===== src/rtl/pafe_pkg.sv =====
// ----------------------------------------------------------------------------
// pafe_pkg - shared types and constants for the partition block
// Transaction payloads, sequencer states and ALU width.
// ----------------------------------------------------------------------------
`default_nettype none

package pafe_pkg;

   localparam int DEPTH_DEFAULT = 32;
   localparam int DATA_W        = 16;
   localparam int ALU_W         = DATA_W + 1;

   typedef struct packed {
      logic signed [DATA_W-1:0] value;
      logic                     is_final;
   } req_payload_type;

   typedef struct packed {
      logic signed [DATA_W-1:0] out_value;
      logic                     out_final;
      logic                     overflow;
   } rsp_payload_type;

   typedef enum logic [2:0] {
      ST_LOAD,
      ST_LOW_RD,
      ST_LOW_OUT,
      ST_PIVOT,
      ST_HIGH_RD,
      ST_HIGH_OUT
   } pafe_state_type;

endpackage

`default_nettype wire


===== src/rtl/pafe_alu.sv =====
// ----------------------------------------------------------------------------
// pafe_alu - shared subtract unit
// One signed subtractor: element compare while loading, counter steps
// while emitting.
// ----------------------------------------------------------------------------
`default_nettype none

module pafe_alu (
   input  wire logic signed [pafe_pkg::ALU_W-1:0] op_a,
   input  wire logic signed [pafe_pkg::ALU_W-1:0] op_b,
   output logic signed [pafe_pkg::ALU_W-1:0]      diff,
   output logic                                   le
);

   // operands are sign- or zero-extended 16-bit values: no overflow at 17 bits
   assign diff = op_a - op_b;
   assign le   = diff[pafe_pkg::ALU_W-1] | (diff == '0);

endmodule

`default_nettype wire


===== src/rtl/pafe_store.sv =====
// ----------------------------------------------------------------------------
// pafe_store - element memory
// One write port, one read port with registered read data. Stack grows up
// from address zero, FIFO grows down from the top address.
// ----------------------------------------------------------------------------
`default_nettype none

module pafe_store #(
   parameter int DEPTH = pafe_pkg::DEPTH_DEFAULT,
   localparam int AW   = $clog2(DEPTH)
) (
   input  wire logic                               clock,
   input  wire logic                               wr_en,
   input  wire logic [AW-1:0]                      wr_addr,
   input  wire logic signed [pafe_pkg::DATA_W-1:0] wr_data,
   input  wire logic                               rd_en,
   input  wire logic [AW-1:0]                      rd_addr,
   output logic signed [pafe_pkg::DATA_W-1:0]      rd_data
);

   logic signed [pafe_pkg::DATA_W-1:0] mem [DEPTH];
   logic signed [pafe_pkg::DATA_W-1:0] rd_data_ff;

   always_ff @(posedge clock) begin
      if (wr_en) begin
         mem[wr_addr] <= wr_data;
      end
      if (rd_en) begin
         rd_data_ff <= mem[rd_addr];
      end
   end

   assign rd_data = rd_data_ff;

endmodule

`default_nettype wire


===== src/rtl/partition_around_first_element_top.sv =====
// ----------------------------------------------------------------------------
// partition_around_first_element_top - partition a sequence around its head
// First element is the pivot; later elements <= pivot are stacked, greater
// ones queued. On the final element the run is emitted: stack (last pushed
// first), pivot, then queue in arrival order.
// ----------------------------------------------------------------------------
//
//  channel | direction | handshake          | payload
//  --------+-----------+--------------------+---------------------------
//  req     | in        | req_valid/req_stall | value, is_final
//  rsp     | out       | rsp_valid/rsp_stall | out_value, out_final, overflow
//
// Loading: an element is taken whenever req_valid is high. A run of
//   N = 1 + low + high results is held by rsp_stall: each stored element
//   needs a read on the single memory port, then a state with its
//   registered data on rsp.
// Reset: synchronous, active high; clears pivot, counters, flags and sequencer.
//   Memory contents are not cleared, only written entries are read.
// Stalls: req_stall is high during a whole run; a stalled rsp transaction
//   holds its payload until taken.
// ----------------------------------------------------------------------------
`default_nettype none

module partition_around_first_element_top #(
   parameter int DEPTH = pafe_pkg::DEPTH_DEFAULT
) (
   input  wire logic                      clock,
   input  wire logic                      reset,
   input  wire logic                      req_valid,
   output logic                           req_stall,
   input  wire pafe_pkg::req_payload_type req_payload,
   output logic                           rsp_valid,
   input  wire logic                      rsp_stall,
   output pafe_pkg::rsp_payload_type      rsp_payload
);

   localparam int AW = $clog2(DEPTH);
   // counts never exceed DEPTH-1, so AW bits hold them
   localparam int CW = AW;
   localparam logic [AW-1:0] LAST_ADDR = AW'(DEPTH - 1);
   localparam logic [CW:0]   FULL_SUM  = (CW + 1)'(DEPTH - 1);

   pafe_pkg::pafe_state_type state_ff, state_in;

   logic signed [pafe_pkg::DATA_W-1:0] pivot_ff, pivot_in;
   logic                               have_pivot_ff, have_pivot_in;
   logic [CW-1:0]                      low_cnt_ff, low_cnt_in;
   logic [CW-1:0]                      high_cnt_ff, high_cnt_in;
   logic [CW-1:0]                      high_ptr_ff, high_ptr_in;
   logic                               dropped_ff, dropped_in;

   logic req_take;
   logic rsp_take;
   logic full;

   // shared ALU
   logic signed [pafe_pkg::ALU_W-1:0] alu_a, alu_b, alu_diff;
   logic                              alu_le;

   // memory ports
   logic                               wr_en, rd_en;
   logic [AW-1:0]                      wr_addr, rd_addr;
   logic signed [pafe_pkg::DATA_W-1:0] rd_data;

   assign req_take = req_valid && !req_stall;
   assign rsp_take = rsp_valid && !rsp_stall;
   assign full     = ({1'b0, low_cnt_ff} + {1'b0, high_cnt_ff}) >= FULL_SUM;

   pafe_alu u_alu (
      .op_a (alu_a),
      .op_b (alu_b),
      .diff (alu_diff),
      .le   (alu_le)
   );

   pafe_store #(
      .DEPTH (DEPTH)
   ) u_store (
      .clock   (clock),
      .wr_en   (wr_en),
      .wr_addr (wr_addr),
      .wr_data (req_payload.value),
      .rd_en   (rd_en),
      .rd_addr (rd_addr),
      .rd_data (rd_data)
   );

   // ALU operand select: compare while loading, step counters while emitting
   always_comb begin
      case (state_ff)
         pafe_pkg::ST_LOAD: begin
            alu_a = pafe_pkg::ALU_W'(req_payload.value);
            alu_b = pafe_pkg::ALU_W'(pivot_ff);
         end
         pafe_pkg::ST_LOW_RD: begin
            alu_a = pafe_pkg::ALU_W'(low_cnt_ff);
            alu_b = pafe_pkg::ALU_W'(1);
         end
         pafe_pkg::ST_HIGH_RD: begin
            alu_a = pafe_pkg::ALU_W'(high_ptr_ff);
            alu_b = '1;             // minus one: increment
         end
         default: begin
            alu_a = '0;
            alu_b = '0;
         end
      endcase
   end

   // next state
   always_comb begin
      state_in = state_ff;
      case (state_ff)
         pafe_pkg::ST_LOAD: begin
            if (req_take && req_payload.is_final) begin
               state_in = pafe_pkg::ST_LOW_RD;
            end
         end
         pafe_pkg::ST_LOW_RD: begin
            state_in = (low_cnt_ff == '0) ? pafe_pkg::ST_PIVOT : pafe_pkg::ST_LOW_OUT;
         end
         pafe_pkg::ST_LOW_OUT: begin
            if (rsp_take) begin
               state_in = pafe_pkg::ST_LOW_RD;
            end
         end
         pafe_pkg::ST_PIVOT: begin
            if (rsp_take) begin
               state_in = (high_cnt_ff == '0) ? pafe_pkg::ST_LOAD : pafe_pkg::ST_HIGH_RD;
            end
         end
         pafe_pkg::ST_HIGH_RD: begin
            state_in = pafe_pkg::ST_HIGH_OUT;
         end
         pafe_pkg::ST_HIGH_OUT: begin
            if (rsp_take) begin
               state_in = (high_ptr_ff == high_cnt_ff) ? pafe_pkg::ST_LOAD
                                                        : pafe_pkg::ST_HIGH_RD;
            end
         end
         default: begin
            state_in = pafe_pkg::ST_LOAD;
         end
      endcase
   end

   // outputs and datapath updates
   always_comb begin
      req_stall     = 1'b1;
      rsp_valid     = 1'b0;
      wr_en         = 1'b0;
      wr_addr       = low_cnt_ff;
      rd_en         = 1'b0;
      rd_addr       = LAST_ADDR - high_ptr_ff;
      pivot_in      = pivot_ff;
      have_pivot_in = have_pivot_ff;
      low_cnt_in    = low_cnt_ff;
      high_cnt_in   = high_cnt_ff;
      high_ptr_in   = high_ptr_ff;
      dropped_in    = dropped_ff;
      rsp_payload.out_value = rd_data;
      rsp_payload.out_final = 1'b0;
      rsp_payload.overflow  = dropped_ff;
      case (state_ff)
         pafe_pkg::ST_LOAD: begin
            req_stall = 1'b0;
            if (req_take) begin
               if (!have_pivot_ff) begin
                  pivot_in      = req_payload.value;
                  have_pivot_in = 1'b1;
               end else if (full) begin
                  dropped_in = 1'b1;
               end else if (alu_le) begin
                  wr_en      = 1'b1;
                  wr_addr    = low_cnt_ff;
                  low_cnt_in = low_cnt_ff + 1'b1;
               end else begin
                  wr_en       = 1'b1;
                  wr_addr     = LAST_ADDR - high_cnt_ff;
                  high_cnt_in = high_cnt_ff + 1'b1;
               end
            end
         end
         pafe_pkg::ST_LOW_RD: begin
            if (low_cnt_ff != '0) begin
               rd_en      = 1'b1;
               rd_addr    = alu_diff[AW-1:0];
               low_cnt_in = alu_diff[CW-1:0];
            end
         end
         pafe_pkg::ST_LOW_OUT: begin
            rsp_valid = 1'b1;
         end
         pafe_pkg::ST_PIVOT: begin
            rsp_valid             = 1'b1;
            rsp_payload.out_value = pivot_ff;
            rsp_payload.out_final = (high_cnt_ff == '0);
         end
         pafe_pkg::ST_HIGH_RD: begin
            rd_en       = 1'b1;
            rd_addr     = LAST_ADDR - high_ptr_ff;
            high_ptr_in = alu_diff[CW-1:0];
         end
         pafe_pkg::ST_HIGH_OUT: begin
            rsp_valid             = 1'b1;
            rsp_payload.out_final = (high_ptr_ff == high_cnt_ff);
         end
         default: begin
            req_stall = 1'b1;
         end
      endcase
      // end of run: back to an empty sequence
      if (rsp_take && rsp_payload.out_final) begin
         pivot_in      = '0;
         have_pivot_in = 1'b0;
         low_cnt_in    = '0;
         high_cnt_in   = '0;
         high_ptr_in   = '0;
         dropped_in    = 1'b0;
      end
   end

   always_ff @(posedge clock) begin
      if (reset) begin
         state_ff      <= pafe_pkg::ST_LOAD;
         pivot_ff      <= '0;
         have_pivot_ff <= 1'b0;
         low_cnt_ff    <= '0;
         high_cnt_ff   <= '0;
         high_ptr_ff   <= '0;
         dropped_ff    <= 1'b0;
      end else begin
         state_ff      <= state_in;
         pivot_ff      <= pivot_in;
         have_pivot_ff <= have_pivot_in;
         low_cnt_ff    <= low_cnt_in;
         high_cnt_ff   <= high_cnt_in;
         high_ptr_ff   <= high_ptr_in;
         dropped_ff    <= dropped_in;
      end
   end

`ifndef SYNTH
   // never ready for a new element while a run is going out
   assert property (@(posedge clock) disable iff (reset)
      rsp_valid |-> req_stall)
      else $error("req ready during emission");

   // pivot plus stored elements never exceed the store
   assert property (@(posedge clock) disable iff (reset)
      ({1'b0, low_cnt_ff} + {1'b0, high_cnt_ff}) <= FULL_SUM)
      else $error("store overfilled");

   // last result of a run leaves an empty sequence behind
   assert property (@(posedge clock) disable iff (reset)
      (rsp_take && rsp_payload.out_final) |=>
         (state_ff == pafe_pkg::ST_LOAD) && !have_pivot_ff &&
         (low_cnt_ff == '0) && (high_cnt_ff == '0) && !dropped_ff)
      else $error("state not cleared after run");

   // no element lands in the store without a pivot
   assert property (@(posedge clock) disable iff (reset)
      !have_pivot_ff |-> (low_cnt_ff == '0) && (high_cnt_ff == '0))
      else $error("elements stored before pivot");
`endif

endmodule

`default_nettype wire

===== config.mk =====
export PLATFORM = sky130hd
export DESIGN_NAME = partition_around_first_element_top
export DESIGN_NICKNAME = d
export VERILOG_FILES = /design/src/rtl/pafe_pkg.sv /design/src/rtl/pafe_alu.sv /design/src/rtl/pafe_store.sv /design/src/rtl/partition_around_first_element_top.sv
export SDC_FILE = /design/constraint.sdc
export NUM_CORES = 1
export LEC_CHECK = 0
export BUFFER_PORTS_ARGS = -buffer_cell sky130_fd_sc_hd__buf_2
export CORE_MARGIN = 2
export CORE_UTILIZATION = 40
export DETAILED_ROUTE_END_ITERATION = 12
export SLEW_MARGIN = 30
export SYNTH_ARGS = -nofsm -noshare
export SYNTH_HDL_FRONTEND = slang
export SYNTH_SLANG_ARGS = --single-unit

===== constraint.sdc =====
create_clock -name clock -period 7.5 [get_ports clock]
set_clock_uncertainty 0.2 [all_clocks]
set_input_delay 0.375 -clock clock [delete_from_list [all_inputs] [get_ports clock]]
set_output_delay 0.375 -clock clock [all_outputs]
set_load 0.03 [all_outputs]

==> implementation parameters <==
Parameter                              Value

Placement
  Number of port buffers ... 40
  Placement-stage worst setup slack ... 1.59 ns
  Cell area after placement ... 25200 µm²
  HPWL after DPL ... 35600 µm
  Global placer's final weighted congestion ... 0.884

Floorplan
  Num ports ... 41
  DIE HEIGHT ... 249 µm
  Number of rows in the core area ... 89
  DIE AREA ... 61800 µm²
  Floorplan die width ... 249 µm
  Initial standard-cell utilization of the core ... 40.5%
  Core area ... 59100 µm²

Worst setup path
  Startpoint of the lowest-slack register-to-register path ... state_ff[0]$_SDFFE_PP0P_
  Worst reg-to-reg setup slack ... 1.59 ns
  R2R depth ... 15
  Destination of the worst register-to-register timing path ... u_store.mem[28][0]$_DFFE_PP_
  Critical Path Start ... state_ff[0]$_SDFFE_PP0P_
  Sort of element at the end of the critical path ... flop
  Category of the most critical setup path ... flop to flop
  Arrival time of data at the critical path endpoint ... 5.94 ns
  Kind of launch point of the worst setup path ... flop
  Highest fanout seen on the critical path ... 17
  Worst Path Required ... 7.53 ns
  Critical Path Sink ... u_store.mem[28][0]$_DFFE_PP_

Global route
  Number of antenna violations at the first check in global routing ... 1
  Remaining Overflow, GRT ... 0
  Wire length of the first global-routing pass ... 85000 µm
  Pin count of the biggest net entering global routing ... 101
  Via count of the first global-routing pass ... 12800
  All-Layer GR Usage ... 18.5%

CTS
  Clock tree root buffer cell ... sky130_fd_sc_hd__clkbuf_16
  Setup Fix Bufs, Post-CTS ... 0
  Clock latency on the worst-skew pair ... 0.62 ns
  Clock buffers created by TritonCTS ... 56
  Max Buffers Root-to-Sink ... 3
  Clock tree from TritonCTS ... yes
  H-Tree Depth ... 2
  Clock input transition at the sequential cells of the worst setup and hold paths ... 0.06 ns
  Post-cts sizing count ... 0
  Sinks on the clock net ... 564

Drt
  Total via count after detailed routing ... 12900
  Routed WL ... 57300 µm
  Count of TritonRoute iterations in the first routing pass ... 11
  Vias per cell ... 5.68
  Wire length per cell after detailed routing ... 25.2 µm
  Number of nets still failing antenna checks after routing ... 0
  Number of DRC markers after the initial detailed-route iteration ... 1208
  Remaining DRCs ... 3

Timing
  Number of max-slew violations in the final report ... 0
  Crit share post-route ... 78.8%
  Final critical-path required period ... 5.91 ns
  Transition time at the pin with the least slew margin ... 0.943 ns
  Final worst slack ... 1.59 ns
  Unrepaired setup endpoints after global routing ... false
  Number of hold violations in the final report ... 0
  Final-layout setup total negative slack ... 0 ns
  Max_slew headroom ... 37.0%
  Number of setup violations in the final report ... 0
  Final hold slack ... 0.0509 ns
  Fmax ... 169 MHz

Synthesis
  Mapped Avg Cell Area ... 17.3 µm²
  Synth async-reset ratio ... 0%
  Net count of the mapped netlist ... 1433
  Sequential area share after synthesis ... 69.2%
  Cell count after synthesis ... 1384
  Cell variety after synth ... 80
  Main synth FF type ... sky130_fd_sc_hd__edfxtp_1
  Area of the mapped netlist ... 23900 µm²
  Number of enable-type register cells in the synthesized netlist ... 528
  YS warnings ... 0
  Flop and latch count out of synthesis ... 564

Finish
  Diode count ... 0
  Area growth, synth to finish ... 13.4%
  Final #Nets ... 1502
  Area of all placed cells without fillers ... 27100 µm²
  Share of post-route cells with drive strength above 1 ... 26.4%

Power and ir drop
  PD cells ... 338 nW/µm²
  Leakage dissipation ... 8.84 nW
  Worst vdd rail ir drop ... 205 µV

Min path
  Hold Path Cell Cnt ... 5
  Worst hold-check path type ... primary input to flop

Flow run
  Max-cap violations ... 0

Outcome
  Violations in the final reports ... DRC
  Outcome ... complete, but fails checks
[worst max-delay path, stage by stage (launching register included)]
cell and delay [ns]:
sky130_fd_sc_hd__dfxtp_1 0.79, sky130_fd_sc_hd__mux2i_1 0.19, sky130_fd_sc_hd__o21ai_0 0.19, sky130_fd_sc_hd__nand2b_1 0.10, sky130_fd_sc_hd__ha_1 0.21, sky130_fd_sc_hd__fa_1 0.67
sky130_fd_sc_hd__nand2_1 0.11, sky130_fd_sc_hd__a221o_1 0.27, sky130_fd_sc_hd__a311o_1 0.32, sky130_fd_sc_hd__or4_1 0.41, sky130_fd_sc_hd__nor4_2 0.22, sky130_fd_sc_hd__and4_4 0.31
sky130_fd_sc_hd__a21oi_4 0.12, sky130_fd_sc_hd__or3_1 0.35, sky130_fd_sc_hd__a21o_1 0.29, sky130_fd_sc_hd__nor2_2 0.75
[sequential cells by signal, summed over array words and instances, names as in the netlist]
signal           count
dropped_ff           1
have_pivot_ff        1
u_store.rd_data     16
u_store.mem        512
high_cnt_ff          5
high_ptr_ff          5
low_cnt_ff           5
pivot_ff            16
state_ff             3
[synthesized netlist by cell type, types with 3 or more instances]
| library cell | number | area (µm²) |
|---|---|---|
| sky130_fd_sc_hd__nor3b_1 | 5 | 37.5 |
| sky130_fd_sc_hd__inv_1 | 14 | 52.6 |
| sky130_fd_sc_hd__o21ai_0 | 32 | 160 |
| sky130_fd_sc_hd__nor2_1 | 84 | 315 |
| sky130_fd_sc_hd__nor2b_1 | 7 | 43.8 |
| sky130_fd_sc_hd__edfxtp_1 | 528 | 15900 |
| sky130_fd_sc_hd__nor3_1 | 15 | 75.1 |
| sky130_fd_sc_hd__or2_2 | 4 | 25.0 |
| sky130_fd_sc_hd__nand3b_1 | 3 | 22.5 |
| sky130_fd_sc_hd__dfxtp_1 | 36 | 721 |
| sky130_fd_sc_hd__ha_1 | 26 | 325 |
| sky130_fd_sc_hd__buf_2 | 25 | 125 |
| sky130_fd_sc_hd__mux2_2 | 48 | 541 |
| sky130_fd_sc_hd__nor4b_1 | 3 | 26.3 |
| sky130_fd_sc_hd__a211oi_1 | 6 | 45.0 |
| sky130_fd_sc_hd__o2111a_1 | 3 | 33.8 |
| sky130_fd_sc_hd__o211ai_1 | 20 | 150 |
| sky130_fd_sc_hd__buf_1 | 3 | 11.3 |
| sky130_fd_sc_hd__and2_1 | 16 | 100 |
| sky130_fd_sc_hd__xnor2_1 | 8 | 70.1 |
| sky130_fd_sc_hd__mux2i_1 | 48 | 480 |
| sky130_fd_sc_hd__mux4_2 | 128 | 2880 |
| sky130_fd_sc_hd__or4_1 | 4 | 30.0 |
| sky130_fd_sc_hd__xor2_1 | 8 | 70.1 |
| sky130_fd_sc_hd__nand3_1 | 8 | 40.0 |
| sky130_fd_sc_hd__nand2_1 | 83 | 312 |
| sky130_fd_sc_hd__nor4_1 | 4 | 25.0 |
| sky130_fd_sc_hd__a21o_1 | 9 | 67.6 |
| sky130_fd_sc_hd__a41oi_2 | 4 | 65.1 |
| sky130_fd_sc_hd__or3_1 | 5 | 31.3 |
| sky130_fd_sc_hd__o21ai_1 | 20 | 100 |
| sky130_fd_sc_hd__nand2b_1 | 3 | 18.8 |
| sky130_fd_sc_hd__clkbuf_1 | 48 | 180 |
| sky130_fd_sc_hd__a21oi_1 | 69 | 345 |
[layer usage]
metal	up-vias	GRT usage (%)	wire (µm)
met5	-	0	0
met3	78	2.87	3430
met2	394	28.7	26600
met1	6744	26.6	25300
li1	5691	-	-
met4	0	6.91	2020
[worst min path at each step]
stage                                  from                       end  slack, ns
floorplan           dropped_ff$_SDFFE_PP0P_   dropped_ff$_SDFFE_PP0P_       0.24
global placement    dropped_ff$_SDFFE_PP0P_   dropped_ff$_SDFFE_PP0P_       0.26
detailed placement  dropped_ff$_SDFFE_PP0P_   dropped_ff$_SDFFE_PP0P_       0.26
CTS                          req_payload[0]  state_ff[2]$_SDFFE_PP0P_       0.02
global route                 req_payload[0]  state_ff[2]$_SDFFE_PP0P_       0.09
finish                       req_payload[0]  state_ff[2]$_SDFFE_PP0P_       0.05
[stage by stage]
step,power [W],instances,utilization [%]
finish,0.00917,2273,45.9
global route,0.00956,2273,45.9
CTS,0.00923,2272,45.8
detailed placement,0.00649,2162,42.7
global placement,0.00648,2162,42.7
floorplan,0.00561,1384,-
[kinds of logic after synthesis]
| group | share of synthesized area, % |
|---|---|
| flops | 69.2 |
| simple gates | 5.19 |
| mux | 16.3 |
| compound gates | 5.55 |
| buf+inv | 1.61 |
| fa+ha+maj | 1.53 |
| xor+xnor | 0.585 |
[power by group]
| group | switching (W) | internal, W |
|---|---|---|
| Combinational | 0.00166 | 0.00111 |
| Clock | 0.00120 | 0.00154 |
| Sequential | 0.0000809 | 0.00358 |
| Total | 0.00294 | 0.00623 |
[area by class of cell]
| cell class | count | area (µm²) |
|---|---|---|
| Clock inverter | 37 | 299 |
| Fill cell | 4956 | 32000 |
| Multi-Input combinational cell | 727 | 7120 |
| Inverter | 15 | 56.3 |
| Timing Repair Buffer | 89 | 626 |
| Sequential cell | 564 | 16600 |
| Tap cell | 773 | 967 |
| Clock buffer | 68 | 1510 |
[cell usage in the layout (no fill, tap or decap), types with 7 or more instances in the layout]
cell	instances
sky130_fd_sc_hd__clkbuf_16	56
sky130_fd_sc_hd__nor2_2	10
sky130_fd_sc_hd__buf_4	41
sky130_fd_sc_hd__a21o_1	9
sky130_fd_sc_hd__nand3_1	8
sky130_fd_sc_hd__nor2b_1	7
sky130_fd_sc_hd__mux2_2	48
sky130_fd_sc_hd__and2_1	16
sky130_fd_sc_hd__nor3_1	11
sky130_fd_sc_hd__mux4_2	128
sky130_fd_sc_hd__ha_1	26
sky130_fd_sc_hd__xor2_1	8
sky130_fd_sc_hd__dfxtp_1	36
sky130_fd_sc_hd__nand2_1	83
sky130_fd_sc_hd__edfxtp_1	528
sky130_fd_sc_hd__nor2_1	70
sky130_fd_sc_hd__buf_2	40
sky130_fd_sc_hd__o211ai_1	20
sky130_fd_sc_hd__a21oi_1	68
sky130_fd_sc_hd__inv_1	14
sky130_fd_sc_hd__xnor2_1	8
sky130_fd_sc_hd__mux2i_1	45
sky130_fd_sc_hd__clkinv_2	10
sky130_fd_sc_hd__o21ai_0	31
sky130_fd_sc_hd__o21ai_1	20
sky130_fd_sc_hd__clkinv_1	13
[repair_timing]
item,in CTS,in global routing
hold buffers,5,0
setup endpoints to repair,0,0
hold endpoints to repair,6,0
Note: power is estimated with default switching activity, not from simulation.
